File: src/design/rme_pkg.sv
// Package: shared types, widths and constants for the modular exponentiation unit
`timescale 1ns / 1ps
package rme_pkg;

   localparam int SYMBOL_WIDTH = 32;
   localparam int RESULT_WIDTH = 33;
   localparam int STATUS_WIDTH = 2;
   localparam int CSR_DATA_WIDTH = 32;
   localparam int CSR_INDEX_WIDTH = 2;

   localparam logic [RESULT_WIDTH-1:0] SYM_OFFSET = 33'd97;

   typedef enum logic [CSR_INDEX_WIDTH-1:0] {
      CSR_MODULUS   = 2'd0,
      CSR_EXPONENT  = 2'd1,
      CSR_DIRECTION = 2'd2
   } csr_index_type;

   typedef enum logic [STATUS_WIDTH-1:0] {
      STATUS_OK        = 2'd0,
      STATUS_ZERO_MOD  = 2'd1,
      STATUS_LOW_INPUT = 2'd2
   } status_type;

   typedef enum logic [2:0] {
      ST_IDLE,
      ST_REDUCE,
      ST_SQUARE,
      ST_MULT,
      ST_DONE
   } state_type;

   localparam logic DIR_ENCRYPT = 1'b0;
   localparam logic DIR_DECRYPT = 1'b1;

endpackage

File: src/design/rme_if.sv
// Interfaces: request and response channels with valid/ready handshake
`timescale 1ns / 1ps
interface rme_req_if import rme_pkg::*; ();
   logic                    valid;
   logic                    ready;
   logic [SYMBOL_WIDTH-1:0] symbol_value;

   modport source (output valid, output symbol_value, input ready);
   modport sink (input valid, input symbol_value, output ready);
endinterface

interface rme_rsp_if import rme_pkg::*; ();
   logic                    valid;
   logic                    ready;
   logic [RESULT_WIDTH-1:0] result_value;
   logic [STATUS_WIDTH-1:0] status;

   modport source (output valid, output result_value, output status, input ready);
   modport sink (input valid, input result_value, input status, output ready);
endinterface

File: src/design/rme_mod_mul.sv
// Bit-serial modular multiplier: one bit of b per cycle, double-and-add with reduction
`timescale 1ns / 1ps
module rme_mod_mul #(
   parameter int WIDTH = 32
) (
   input  logic             clock,
   input  logic             reset,
   input  logic             start,
   input  logic [WIDTH-1:0] a,
   input  logic [WIDTH-1:0] b,
   input  logic [WIDTH-1:0] m,
   output logic             done,
   output logic [WIDTH-1:0] product
);

   localparam int CW = $clog2(WIDTH);

   logic [WIDTH-1:0] a_ff, b_ff, m_ff, r_ff;
   logic [WIDTH-1:0] a_in, b_in, m_in, r_in;
   logic [CW-1:0]    cnt_ff, cnt_in;
   logic             busy_ff, busy_in;
   logic             done_ff, done_in;

   logic [WIDTH:0]   dbl, dbl_red, sum, sum_red;
   logic [WIDTH-1:0] addend, r_step;

   always_comb begin
      dbl = {r_ff, 1'b0};
      if (dbl >= {1'b0, m_ff}) begin
         dbl_red = dbl - {1'b0, m_ff};
      end else begin
         dbl_red = dbl;
      end
      addend = b_ff[WIDTH-1] ? a_ff : '0;
      sum = {1'b0, dbl_red[WIDTH-1:0]} + {1'b0, addend};
      if (sum >= {1'b0, m_ff}) begin
         sum_red = sum - {1'b0, m_ff};
      end else begin
         sum_red = sum;
      end
      r_step = sum_red[WIDTH-1:0];
   end

   always_comb begin
      a_in = a_ff;
      b_in = b_ff;
      m_in = m_ff;
      r_in = r_ff;
      cnt_in = cnt_ff;
      busy_in = busy_ff;
      done_in = 1'b0;
      if (start) begin
         a_in = a;
         b_in = b;
         m_in = m;
         r_in = '0;
         cnt_in = CW'(WIDTH - 1);
         busy_in = 1'b1;
      end else if (busy_ff) begin
         r_in = r_step;
         b_in = {b_ff[WIDTH-2:0], 1'b0};
         cnt_in = cnt_ff - 1'b1;
         if (cnt_ff == '0) begin
            busy_in = 1'b0;
            done_in = 1'b1;
         end
      end
   end

   always_ff @(posedge clock) begin
      if (reset) begin
         busy_ff <= 1'b0;
         done_ff <= 1'b0;
         cnt_ff <= '0;
      end else begin
         busy_ff <= busy_in;
         done_ff <= done_in;
         cnt_ff <= cnt_in;
      end
   end

   always_ff @(posedge clock) begin
      a_ff <= a_in;
      b_ff <= b_in;
      m_ff <= m_in;
      r_ff <= r_in;
   end

   assign done = done_ff;
   assign product = r_ff;

endmodule

File: src/design/rsa_modular_exponentiation_unit.sv
// Top level: left-to-right square-and-multiply over a bit-serial modular multiplier
// Sequence: error items and zero exponent go straight to the result; otherwise the base is
// reduced first, then one square per exponent bit and a multiply per set bit, up to
// 2*WORD_WIDTH of them, on one multiplier; the result is then registered.
// Throughput: one item at a time; the next item is taken once the result is registered.
// Reset: synchronous, active high; modulus 0, exponent 1, direction encrypt.
`timescale 1ns / 1ps
module rsa_modular_exponentiation_unit import rme_pkg::*; #(
   parameter int WORD_WIDTH = 32
) (
   input  logic                       clock,
   input  logic                       reset,
   input  logic                       csr_write_enable,
   input  logic [CSR_INDEX_WIDTH-1:0] csr_index,
   input  logic [CSR_DATA_WIDTH-1:0]  csr_write_data,
   rme_req_if.sink                    req_ch,
   rme_rsp_if.source                  rsp_ch
);

   localparam int WW = WORD_WIDTH;
   localparam int CW = $clog2(WW);
   localparam logic [WW-1:0] OFFSET_W = WW'(SYM_OFFSET);

   logic [WW-1:0] modulus_ff, exponent_ff;
   logic          direction_ff;

   state_type     state_ff, state_in;
   logic [WW-1:0] base_ff, base_in;
   logic [WW-1:0] exp_ff, exp_in;
   logic [CW-1:0] bit_cnt_ff, bit_cnt_in;
   logic [RESULT_WIDTH-1:0] res_ff, res_in;
   status_type    status_ff, status_in;
   logic          rsp_valid_ff, rsp_valid_in;
   logic [RESULT_WIDTH-1:0] rsp_result_ff, rsp_result_in;
   logic [STATUS_WIDTH-1:0] rsp_status_ff, rsp_status_in;

   logic          mm_start, mm_done;
   logic [WW-1:0] mm_a, mm_b, mm_product;

   logic [WW+CSR_DATA_WIDTH-1:0] csr_ext, sym_ext;
   logic [WW-1:0] csr_w, sym_w, one_mod, base_pre;
   logic [WW+RESULT_WIDTH-1:0] fin_ext, unit_ext;
   logic          accept, sym_low, exp_last, out_free;

   assign csr_ext = {{WW{1'b0}}, csr_write_data};
   assign csr_w = csr_ext[WW-1:0];
   assign sym_ext = {{WW{1'b0}}, req_ch.symbol_value};
   assign sym_w = sym_ext[WW-1:0];

   assign accept = req_ch.valid && (state_ff == ST_IDLE);
   assign sym_low = (direction_ff == DIR_ENCRYPT) && (sym_w < OFFSET_W);
   assign base_pre = (direction_ff == DIR_ENCRYPT) ? (sym_w - OFFSET_W) : sym_w;
   assign one_mod = (modulus_ff == WW'(1)) ? '0 : WW'(1);
   assign exp_last = (bit_cnt_ff == '0);
   assign out_free = !rsp_valid_ff || rsp_ch.ready;

   assign fin_ext = (WW+RESULT_WIDTH)'(mm_product)
                    + ((direction_ff == DIR_DECRYPT) ? (WW+RESULT_WIDTH)'(SYM_OFFSET) : '0);
   assign unit_ext = (WW+RESULT_WIDTH)'(1)
                     + ((direction_ff == DIR_DECRYPT) ? (WW+RESULT_WIDTH)'(SYM_OFFSET) : '0);

   always_ff @(posedge clock) begin
      if (reset) begin
         modulus_ff <= '0;
         exponent_ff <= WW'(1);
         direction_ff <= DIR_ENCRYPT;
      end else if (csr_write_enable) begin
         case (csr_index)
            CSR_MODULUS: modulus_ff <= csr_w;
            CSR_EXPONENT: exponent_ff <= csr_w;
            CSR_DIRECTION: direction_ff <= csr_write_data[0];
            default: ;
         endcase
      end
   end

   // next state
   always_comb begin
      state_in = state_ff;
      case (state_ff)
         ST_IDLE: begin
            if (accept) begin
               if (modulus_ff == '0 || sym_low || exponent_ff == '0) begin
                  state_in = ST_DONE;
               end else begin
                  state_in = ST_REDUCE;
               end
            end
         end
         ST_REDUCE: begin
            if (mm_done) begin
               state_in = ST_SQUARE;
            end
         end
         ST_SQUARE: begin
            if (mm_done) begin
               if (exp_ff[WW-1]) begin
                  state_in = ST_MULT;
               end else if (exp_last) begin
                  state_in = ST_DONE;
               end
            end
         end
         ST_MULT: begin
            if (mm_done) begin
               state_in = exp_last ? ST_DONE : ST_SQUARE;
            end
         end
         ST_DONE: begin
            if (out_free) begin
               state_in = ST_IDLE;
            end
         end
         default: state_in = ST_IDLE;
      endcase
   end

   // outputs and datapath
   always_comb begin
      base_in = base_ff;
      exp_in = exp_ff;
      bit_cnt_in = bit_cnt_ff;
      res_in = res_ff;
      status_in = status_ff;
      mm_start = 1'b0;
      mm_a = mm_product;
      mm_b = mm_product;
      rsp_valid_in = rsp_valid_ff && !rsp_ch.ready;
      rsp_result_in = rsp_result_ff;
      rsp_status_in = rsp_status_ff;
      case (state_ff)
         ST_IDLE: begin
            if (accept) begin
               exp_in = exponent_ff;
               bit_cnt_in = CW'(WW - 1);
               res_in = '0;
               status_in = STATUS_OK;
               if (modulus_ff == '0) begin
                  status_in = STATUS_ZERO_MOD;
               end else if (sym_low) begin
                  status_in = STATUS_LOW_INPUT;
               end else if (exponent_ff == '0) begin
                  res_in = unit_ext[RESULT_WIDTH-1:0];
               end else begin
                  mm_start = 1'b1;
                  mm_a = WW'(1);
                  mm_b = base_pre;
               end
            end
         end
         ST_REDUCE: begin
            if (mm_done) begin
               base_in = mm_product;
               mm_start = 1'b1;
               mm_a = one_mod;
               mm_b = one_mod;
            end
         end
         ST_SQUARE: begin
            if (mm_done) begin
               if (exp_ff[WW-1]) begin
                  mm_start = 1'b1;
                  mm_b = base_ff;
               end else if (exp_last) begin
                  res_in = fin_ext[RESULT_WIDTH-1:0];
               end else begin
                  exp_in = {exp_ff[WW-2:0], 1'b0};
                  bit_cnt_in = bit_cnt_ff - 1'b1;
                  mm_start = 1'b1;
               end
            end
         end
         ST_MULT: begin
            if (mm_done) begin
               if (exp_last) begin
                  res_in = fin_ext[RESULT_WIDTH-1:0];
               end else begin
                  exp_in = {exp_ff[WW-2:0], 1'b0};
                  bit_cnt_in = bit_cnt_ff - 1'b1;
                  mm_start = 1'b1;
               end
            end
         end
         ST_DONE: begin
            if (out_free) begin
               rsp_valid_in = 1'b1;
               rsp_result_in = res_ff;
               rsp_status_in = status_ff;
            end
         end
         default: ;
      endcase
   end

   always_ff @(posedge clock) begin
      if (reset) begin
         state_ff <= ST_IDLE;
         rsp_valid_ff <= 1'b0;
         bit_cnt_ff <= '0;
      end else begin
         state_ff <= state_in;
         rsp_valid_ff <= rsp_valid_in;
         bit_cnt_ff <= bit_cnt_in;
      end
   end

   always_ff @(posedge clock) begin
      base_ff <= base_in;
      exp_ff <= exp_in;
      res_ff <= res_in;
      status_ff <= status_in;
      rsp_result_ff <= rsp_result_in;
      rsp_status_ff <= rsp_status_in;
   end

   rme_mod_mul #(
      .WIDTH(WW)
   ) u_mod_mul (
      .clock(clock),
      .reset(reset),
      .start(mm_start),
      .a(mm_a),
      .b(mm_b),
      .m(modulus_ff),
      .done(mm_done),
      .product(mm_product)
   );

   assign req_ch.ready = (state_ff == ST_IDLE);
   assign rsp_ch.valid = rsp_valid_ff;
   assign rsp_ch.result_value = rsp_result_ff;
   assign rsp_ch.status = rsp_status_ff;

endmodule

File: src/flat_wrapper.sv
// flat-port wrapper written by rule: the top's interface ports become plain ports
module rsa_modular_exponentiation_unit_flat import rme_pkg::*;
#(
   parameter int WORD_WIDTH = 32
)
  (clock, reset, csr_write_enable, csr_index, csr_write_data, req_ch_valid, req_ch_symbol_value, req_ch_ready, rsp_ch_valid, rsp_ch_result_value, rsp_ch_status, rsp_ch_ready);
  rme_req_if req_ch_i ();
  rme_rsp_if rsp_ch_i ();
  input  logic clock;
  input  logic reset;
  input  logic csr_write_enable;
  input  logic [CSR_INDEX_WIDTH-1:0] csr_index;
  input  logic [CSR_DATA_WIDTH-1:0] csr_write_data;
  input wire logic [$bits(req_ch_i.valid)-1:0] req_ch_valid;
  input wire logic [$bits(req_ch_i.symbol_value)-1:0] req_ch_symbol_value;
  output wire logic [$bits(req_ch_i.ready)-1:0] req_ch_ready;
  output wire logic [$bits(rsp_ch_i.valid)-1:0] rsp_ch_valid;
  output wire logic [$bits(rsp_ch_i.result_value)-1:0] rsp_ch_result_value;
  output wire logic [$bits(rsp_ch_i.status)-1:0] rsp_ch_status;
  input wire logic [$bits(rsp_ch_i.ready)-1:0] rsp_ch_ready;
  assign req_ch_i.valid = req_ch_valid;
  assign req_ch_i.symbol_value = req_ch_symbol_value;
  assign req_ch_ready = req_ch_i.ready;
  assign rsp_ch_valid = rsp_ch_i.valid;
  assign rsp_ch_result_value = rsp_ch_i.result_value;
  assign rsp_ch_status = rsp_ch_i.status;
  assign rsp_ch_i.ready = rsp_ch_ready;
  rsa_modular_exponentiation_unit #(.WORD_WIDTH(WORD_WIDTH)) u_core (.clock(clock), .reset(reset), .csr_write_enable(csr_write_enable), .csr_index(csr_index), .csr_write_data(csr_write_data), .req_ch(req_ch_i), .rsp_ch(rsp_ch_i));
endmodule
File: config.mk
export PLATFORM = sky130hd
export DESIGN_NAME = rsa_modular_exponentiation_unit_flat
export DESIGN_NICKNAME = d
export VERILOG_FILES = /design/src/design/rme_pkg.sv /design/src/design/rme_if.sv /design/src/design/rme_mod_mul.sv /design/src/design/rsa_modular_exponentiation_unit.sv /design/src/flat_wrapper.sv
export SDC_FILE = /design/constraint.sdc
export NUM_CORES = 1
export LEC_CHECK = 0
export BUFFER_PORTS_ARGS = -buffer_cell sky130_fd_sc_hd__clkbuf_2
export CELL_PAD_IN_SITES_DETAIL_PLACEMENT = 1
export CELL_PAD_IN_SITES_GLOBAL_PLACEMENT = 1
export CORE_ASPECT_RATIO = 0.7
export CORE_MARGIN = 1
export CORE_UTILIZATION = 40
export CTS_CLUSTER_DIAMETER = 80
export DETAILED_ROUTE_END_ITERATION = 10
export MAX_ROUTING_LAYER = met4
export PLACE_DENSITY_LB_ADDON = 0.2
export SLEW_MARGIN = 20
export SYNTH_ARGS = -nofsm -noshare
export SYNTH_HDL_FRONTEND = slang
export SYNTH_HIERARCHICAL = 1
export SYNTH_SLANG_ARGS = --single-unit
File: constraint.sdc
create_clock -name clock -period 17.8 [get_ports clock]
set_input_delay 1.78 -clock clock [delete_from_list [all_inputs] [get_ports clock]]
set_output_delay 1.78 -clock clock [all_outputs]
set_load 0.01 [all_outputs]
==> results of run 1 <==
kinds of logic after synthesis:
group | synth area share
AO/OA/AOI/OAI | 0.185
XOR/XNOR | 0.0562
adder cells (fa/ha/maj) | 0.0643
buffers and inverters | 0.0408
flip-flops | 0.433
multiplexers | 0.0429
AND/OR/NAND/NOR | 0.178
state kept, by name, summed over array words and instances (netlist names), 32 cells and up:
register	flops
u_core/u_mod_mul/m_ff	32
u_core/modulus_ff	32
u_core/rsp_ch.result_value	33
u_core/u_mod_mul/product	32
u_core/u_mod_mul/a_ff	32
u_core/u_mod_mul/b_ff	32
u_core/res_ff	33
u_core/exp_ff	32
u_core/exponent_ff	32
u_core/base_ff	32
worst min-delay path by stage:
stage,end,slack (ps),cells past startpoint
detailed placement,u_core/rsp_ch.result_value[4]$_DFFE_PP_,410,0
floorplan,u_core/rsp_ch.result_value[0]$_DFFE_PP_,400,0
CTS,u_core/rsp_ch.result_value[4]$_DFFE_PP_,420,0
global placement,u_core/rsp_ch.result_value[3]$_DFFE_PP_,410,0
global route,u_core/rsp_ch.result_value[4]$_DFFE_PP_,430,0
finish,u_core/rsp_ch.result_value[4]$_DFFE_PP_,420,0
layer usage:
layer,routed length (um),global-route usage,share of wire,vias to the layer above
met3,4350,0.0333,0.058,77
met2,32000,0.408,0.43,561
met1,37300,0.425,0.50,9144
met5,0,-,0,-
li1,-,-,-,8314
met4,1310,0.0504,0.017,0
critical path, stage by stage, from the launching register on:
cell       delay (ps)
dfxtp_1           420
ha_1              400
nand2_1           220
a211oi_1          490
o211ai_1          310
a21boi_0          460
o21ai_1           180
a21oi_1           300
nor3_4             70
buf_4             270
mux2_2            360
fa_1              520
a211oi_2          300
nor3_2            110
o211ai_1          410
o211ai_1          210
and3_1            190
nor4_1            570
ha_1              460
nand4_1           270
nor4_1            110
a41oi_1           170
o21ai_0           130
a2111oi_1         560
and3_1            890
o2111ai_1         250
a22o_1            240
stage by stage:
step / util / instances
detailed placement: 0.428 / 2915
floorplan: - / 2211
global placement: 0.428 / 2915
global route: 0.451 / 2983
finish: 0.451 / 2983
CTS: 0.451 / 2983
area by class of cell:
cell class,count,area [sq um],area share
clock buffer,51,1030,0.0436
clock inverter,17,190,0.00806
inverter,95,357,0.0151
multi-input combinational,1653,11200,0.475
sequential,343,9170,0.388
tap,684,856,0.0363
timing repair buffer,140,796,0.0337
placed cells by master (no fill, tap or decap), types with 43 or more instances in the layout:
cell type	instances
nand2_1	276
edfxtp_1	230
and2_1	44
ha_1	104
nor3_1	73
nor2_1	129
o21ai_0	85
inv_1	95
xnor2_1	93
dfxtp_1	112
mux2_2	62
nor4_1	44
clkbuf_2	107
a21oi_1	191
xor2_1	43
==> metrics.yaml, run 1 <==
postRouteAntennaNets: 0
ys_types: 100
status: "completed"
cp-end-kind: "flip-flop"
pre_cts_slack_ps: 8970
synth_area_leaders: "edfxtp_1, dfxtp_1, ha_1"
via_per_inst: 6.07
ios: 108
final_nets: 2448
r2r_start: "u_core/u_mod_mul/product[2]$_SDFFE_PP0P_"
worstPathRequired_ps: 18240
placed_area_sq_um: 22400
clock_latency_ps: 560
hold_slack_ps: 419
drc_errors: 0
finalMaxSlewViolations: 0
drtIter0Drc: 1659
n_antenna_cell: 0
grt_max_degree: 121
synth.top_cell.area_share: 0.326
cts_made_buffers: 37
finalSetupViolations: 0
gr-total-overflow: 0
min_from: "u_core/res_ff[4]$_SDFFCE_PP0P_"
synth_nets: 2389
worstReg2RegEnd: "u_core/u_mod_mul/product[17]$_SDFFE_PP0P_"
max_cap_violations: 0
gp_congestion: 0.906
drive_above_1_share: 0.146
reg2reg_depth: 26
ys.flop_type: "edfxtp_1"
setup_ws_ps: 8780
setup_tns_ps: 0
firstDrtPassIters: 5
crit_start: "u_core/u_mod_mul/product[2]$_SDFFE_PP0P_"
grt_usage: 0.283
die_w_um: 277
rrSetupSlack_ps: 8780
postCtsResizedCells: 0
hold_viol_final: 0
yosysSeqAreaShare: 0.433
cts_tree: "yes"
crit_end: "u_core/u_mod_mul/product[17]$_SDFFE_PP0P_"
dpl.hpwl_mm: 57.0
synthCells: 2211
ctsRootBufferMaster: "clkbuf_16"
dieArea_sq_um: 53900
grt_pass1_vias: 18090
clock_sinks: 343
hold_buffers: 0
stdcell_area_sq_um: 23600
antenna_found_initial: 3
wl_per_cell_um: 25.2
arrival_ps: 9460
core-area_sq_um: 52300
timing.slew.headroom: 0.323
finalCriticalPeriod_ps: 9020
syn-cell-area_sq_um: 21200
syn_avg_cell_area_sq_um: 9.58
vias: 18096
final.fill_count: 5815
synth_edf_count: 230
start_kind: "flip-flop"
core.rowCount: 70
holdCritPathClass: "flip-flop to flip-flop"
skew_ps: 35.4
max_freq_mhz: 111
drt-total-wl_mm: 75.0
synthArstFlopShare: 0
htreeDepth: 2
post-synth-top-count-cell: "nand2_1"
grt_setup_unrepaired: "no"
die_h_um: 195
synth_warnings: 6
worstPathMaxFanout: 31
grt_first_pass_wirelength_mm: 114
clk_path_buf_depth: 3
tightestPinTransition_ps: 1020
port_buffers: 107
synth_commonest_cells: "nand2_1, edfxtp_1, a21oi_1, nor2_1, dfxtp_1"
worst-setup-path-type: "flip-flop to flip-flop"
yosysTopAreaCell: "edfxtp_1"
ys_ff_latch: 343
post_cts_buffers: 0
clk_pin_slew_ps: 70
period_share: 0.507
start_util: 0.405
area_delta_synth_final_pct: 11.4
Power of run 1 is left out: the tool's default activity adds up to more than one toggle a clock period on the data nets, which glitch-free logic cannot reach.
==> inputs of run 2 (changes only) <==
clock period = 8.4 ns   (was 17.8 ns; I/O delays follow)
==> metrics.yaml, run 2 (synthesis results as in run 1) <==
status: "completed"  # unchanged
crit_end: "u_core/u_mod_mul/product[23]$_SDFFE_PP0P_"  # was u_core/u_mod_mul/product[17]$_SDFFE_PP0P_
final_cell_mix: "nand2_1, edfxtp_1, a21oi_1, nor2_1, dfxtp_1"  # unchanged
grt_max_degree: 125  # was 121
firstDrtPassIters: 5  # unchanged
clk_pin_slew_ps: 70  # about the same
die_h_um: 195  # unchanged
drtIter0Drc: 1497  # was 1,659
wl_per_cell_um: 23.1  # was 25.2 um
cts_tree: "yes"  # unchanged
finalMaxSlewViolations: 0  # unchanged
ios: 108  # unchanged
highest_layer: "met4"  # unchanged
hold_viol_final: 0  # unchanged
reg2reg_depth: 29  # was 26
port_buffers: 107  # unchanged
crit_start: "u_core/u_mod_mul/product[2]$_SDFFE_PP0P_"  # unchanged
postRouteAntennaNets: 0  # unchanged
utilization: 0.458  # was 0.451
hold_buffers: 0  # unchanged
drt-total-wl_mm: 69.7  # was 75.0 mm
arrival_ps: 8420  # was 9460 ps
met2_length_mm: 30.4  # was 32.0 mm
r2r_start: "u_core/u_mod_mul/product[2]$_SDFFE_PP0P_"  # unchanged
clk_path_buf_depth: 3  # unchanged
worstReg2RegEnd: "u_core/u_mod_mul/product[23]$_SDFFE_PP0P_"  # was u_core/u_mod_mul/product[17]$_SDFFE_PP0P_
max_freq_mhz: 125  # was 111 MHz
dpl.hpwl_mm: 52.3  # was 57.0 mm
skew_ps: 23.6  # was 35.4 ps
period_share: 0.950  # was 0.507
core.rowCount: 70  # unchanged
clock_latency_ps: 570  # was 560 ps
wl_met1_mm: 34.0  # was 37.3 mm
grt_usage: 0.264  # was 0.283
layout_commonest_cell: "nand2_1"  # unchanged
drc_errors: 0  # unchanged
worst-setup-path-type: "flip-flop to flip-flop"  # unchanged
dr_wl_met3_mm: 3.90  # was 4.35 mm
gp_congestion: 0.974  # was 0.906
start_util: 0.405  # unchanged
rrSetupSlack_ps: 420  # was 8780 ps
worstPathRequired_ps: 8840  # was 18,240 ps
vias: 18003  # was 18,096
tightestPinTransition_ps: 1090  # was 1020 ps
cts_made_buffers: 38  # was 37
grt_pass1_vias: 18172  # was 18,090
area_delta_synth_final_pct: 13.1  # was 11.4%
gr-total-overflow: 0  # unchanged
max_cap_violations: 0  # unchanged
cp-end-kind: "flip-flop"  # unchanged
dieArea_sq_um: 53900  # unchanged
worstPathMaxFanout: 21  # was 31
drive_above_1_share: 0.165  # was 0.146
timing.slew.headroom: 0.265  # was 0.323
antenna_found_initial: 0  # was 3
htreeDepth: 2  # unchanged
holdCritPathClass: "flip-flop to flip-flop"  # unchanged
clock_sinks: 343  # unchanged
setup_tns_ps: 0  # unchanged
start_kind: "flip-flop"  # unchanged
core-area_sq_um: 52300  # unchanged
grt_first_pass_wirelength_mm: 108  # was 114 mm
slowest_delay_ps: 500  # was 890 ps
via_per_inst: 5.97  # was 6.07
finalSetupViolations: 0  # unchanged
grt_setup_unrepaired: "no"  # unchanged
finalCriticalPeriod_ps: 7980  # was 9020 ps
die_w_um: 277  # unchanged
ctsRootBufferMaster: "clkbuf_16"  # unchanged
final_nets: 2482  # was 2,448
slowest_stage: "a211oi_1"  # was and3_1
==> run 2: cell types whose count changed in the layout (fill, tap and decap cells not counted), sizes merged <==
| cell | before | now |
|---|---|---|
| clkinv | 11 | 16 |
| diode | 0 | 1 |
| clkbuf | 158 | 149 |
| bufinv | 3 | 5 |
| buf | 33 | 66 |
| inv | 97 | 98 |
| clkinvlp | 1 | 2 |
==> run 2: how the worst min path moves through the flow <==
| stage | to | cells after the start | from | slack (ps) |
|---|---|---|---|---|
| floorplan | u_core/rsp_ch.result_value[0]$_DFFE_PP_ | 0 | u_core/res_ff[0]$_DFFE_PP_ | 400 |
| global placement | u_core/rsp_ch.result_value[4]$_DFFE_PP_ | 0 | u_core/res_ff[4]$_SDFFCE_PP0P_ | 410 |
| detailed placement | u_core/rsp_ch.result_value[2]$_DFFE_PP_ | 0 | u_core/res_ff[2]$_SDFFCE_PP0P_ | 410 |
| CTS | u_core/rsp_ch.result_value[0]$_DFFE_PP_ | 0 | u_core/res_ff[0]$_DFFE_PP_ | 410 |
| global route | u_core/rsp_ch.result_value[0]$_DFFE_PP_ | 0 | u_core/res_ff[0]$_DFFE_PP_ | 430 |
| finish | u_core/rsp_ch.result_value[0]$_DFFE_PP_ | 0 | u_core/res_ff[0]$_DFFE_PP_ | 410 |
==> run 2: cell type report <==
cell class	instances	area [sq um]
diodes	1	2.50
clock buffers	42	987
clock inverters	26	287
fillers	5906	28300
inverters	95	357
multi-input cells	1653	11300
flip-flops and latches	343	9170
well taps	684	856
repair buffers	173	1060
==> run 2: metrics by stage <==
step                cells  cell area, sq um  setup slack, ps  hold WS [ps]
floorplan            2211             21200             1950           400
global placement     2944             22600              371           406
detailed placement   2944             22600              205           405
CTS                  3012             23900              146           414
global route         3016             24000             3.46           428
finish               3017             24000              420           409
==> run 2: critical path, delay by kind of cell (launching register included) <==
family / cells / cell delay (ps)
adders and majority gates: 3 / 1260
and+or+nand+nor: 6 / 1150
DFF: 1 / 430
muxes: 1 / 290
buffers and inverters: 4 / 790
AOI/OAI and AO/OA: 15 / 3910
==> run 2: what timing repair did <==
item,4_1_cts,5_1_grt
setup endpoints to repair,0,32
buffers inserted,0,4
gates resized for setup,0,5
==> run 2: per-layer routing <==
metal	GRT usage	vias up
met4	0.0628	0
met1	0.379	9050
met5	-	-
li1	-	8389
met3	0.0404	82
met2	0.386	482
Power of run 2 is left out for the same reason.
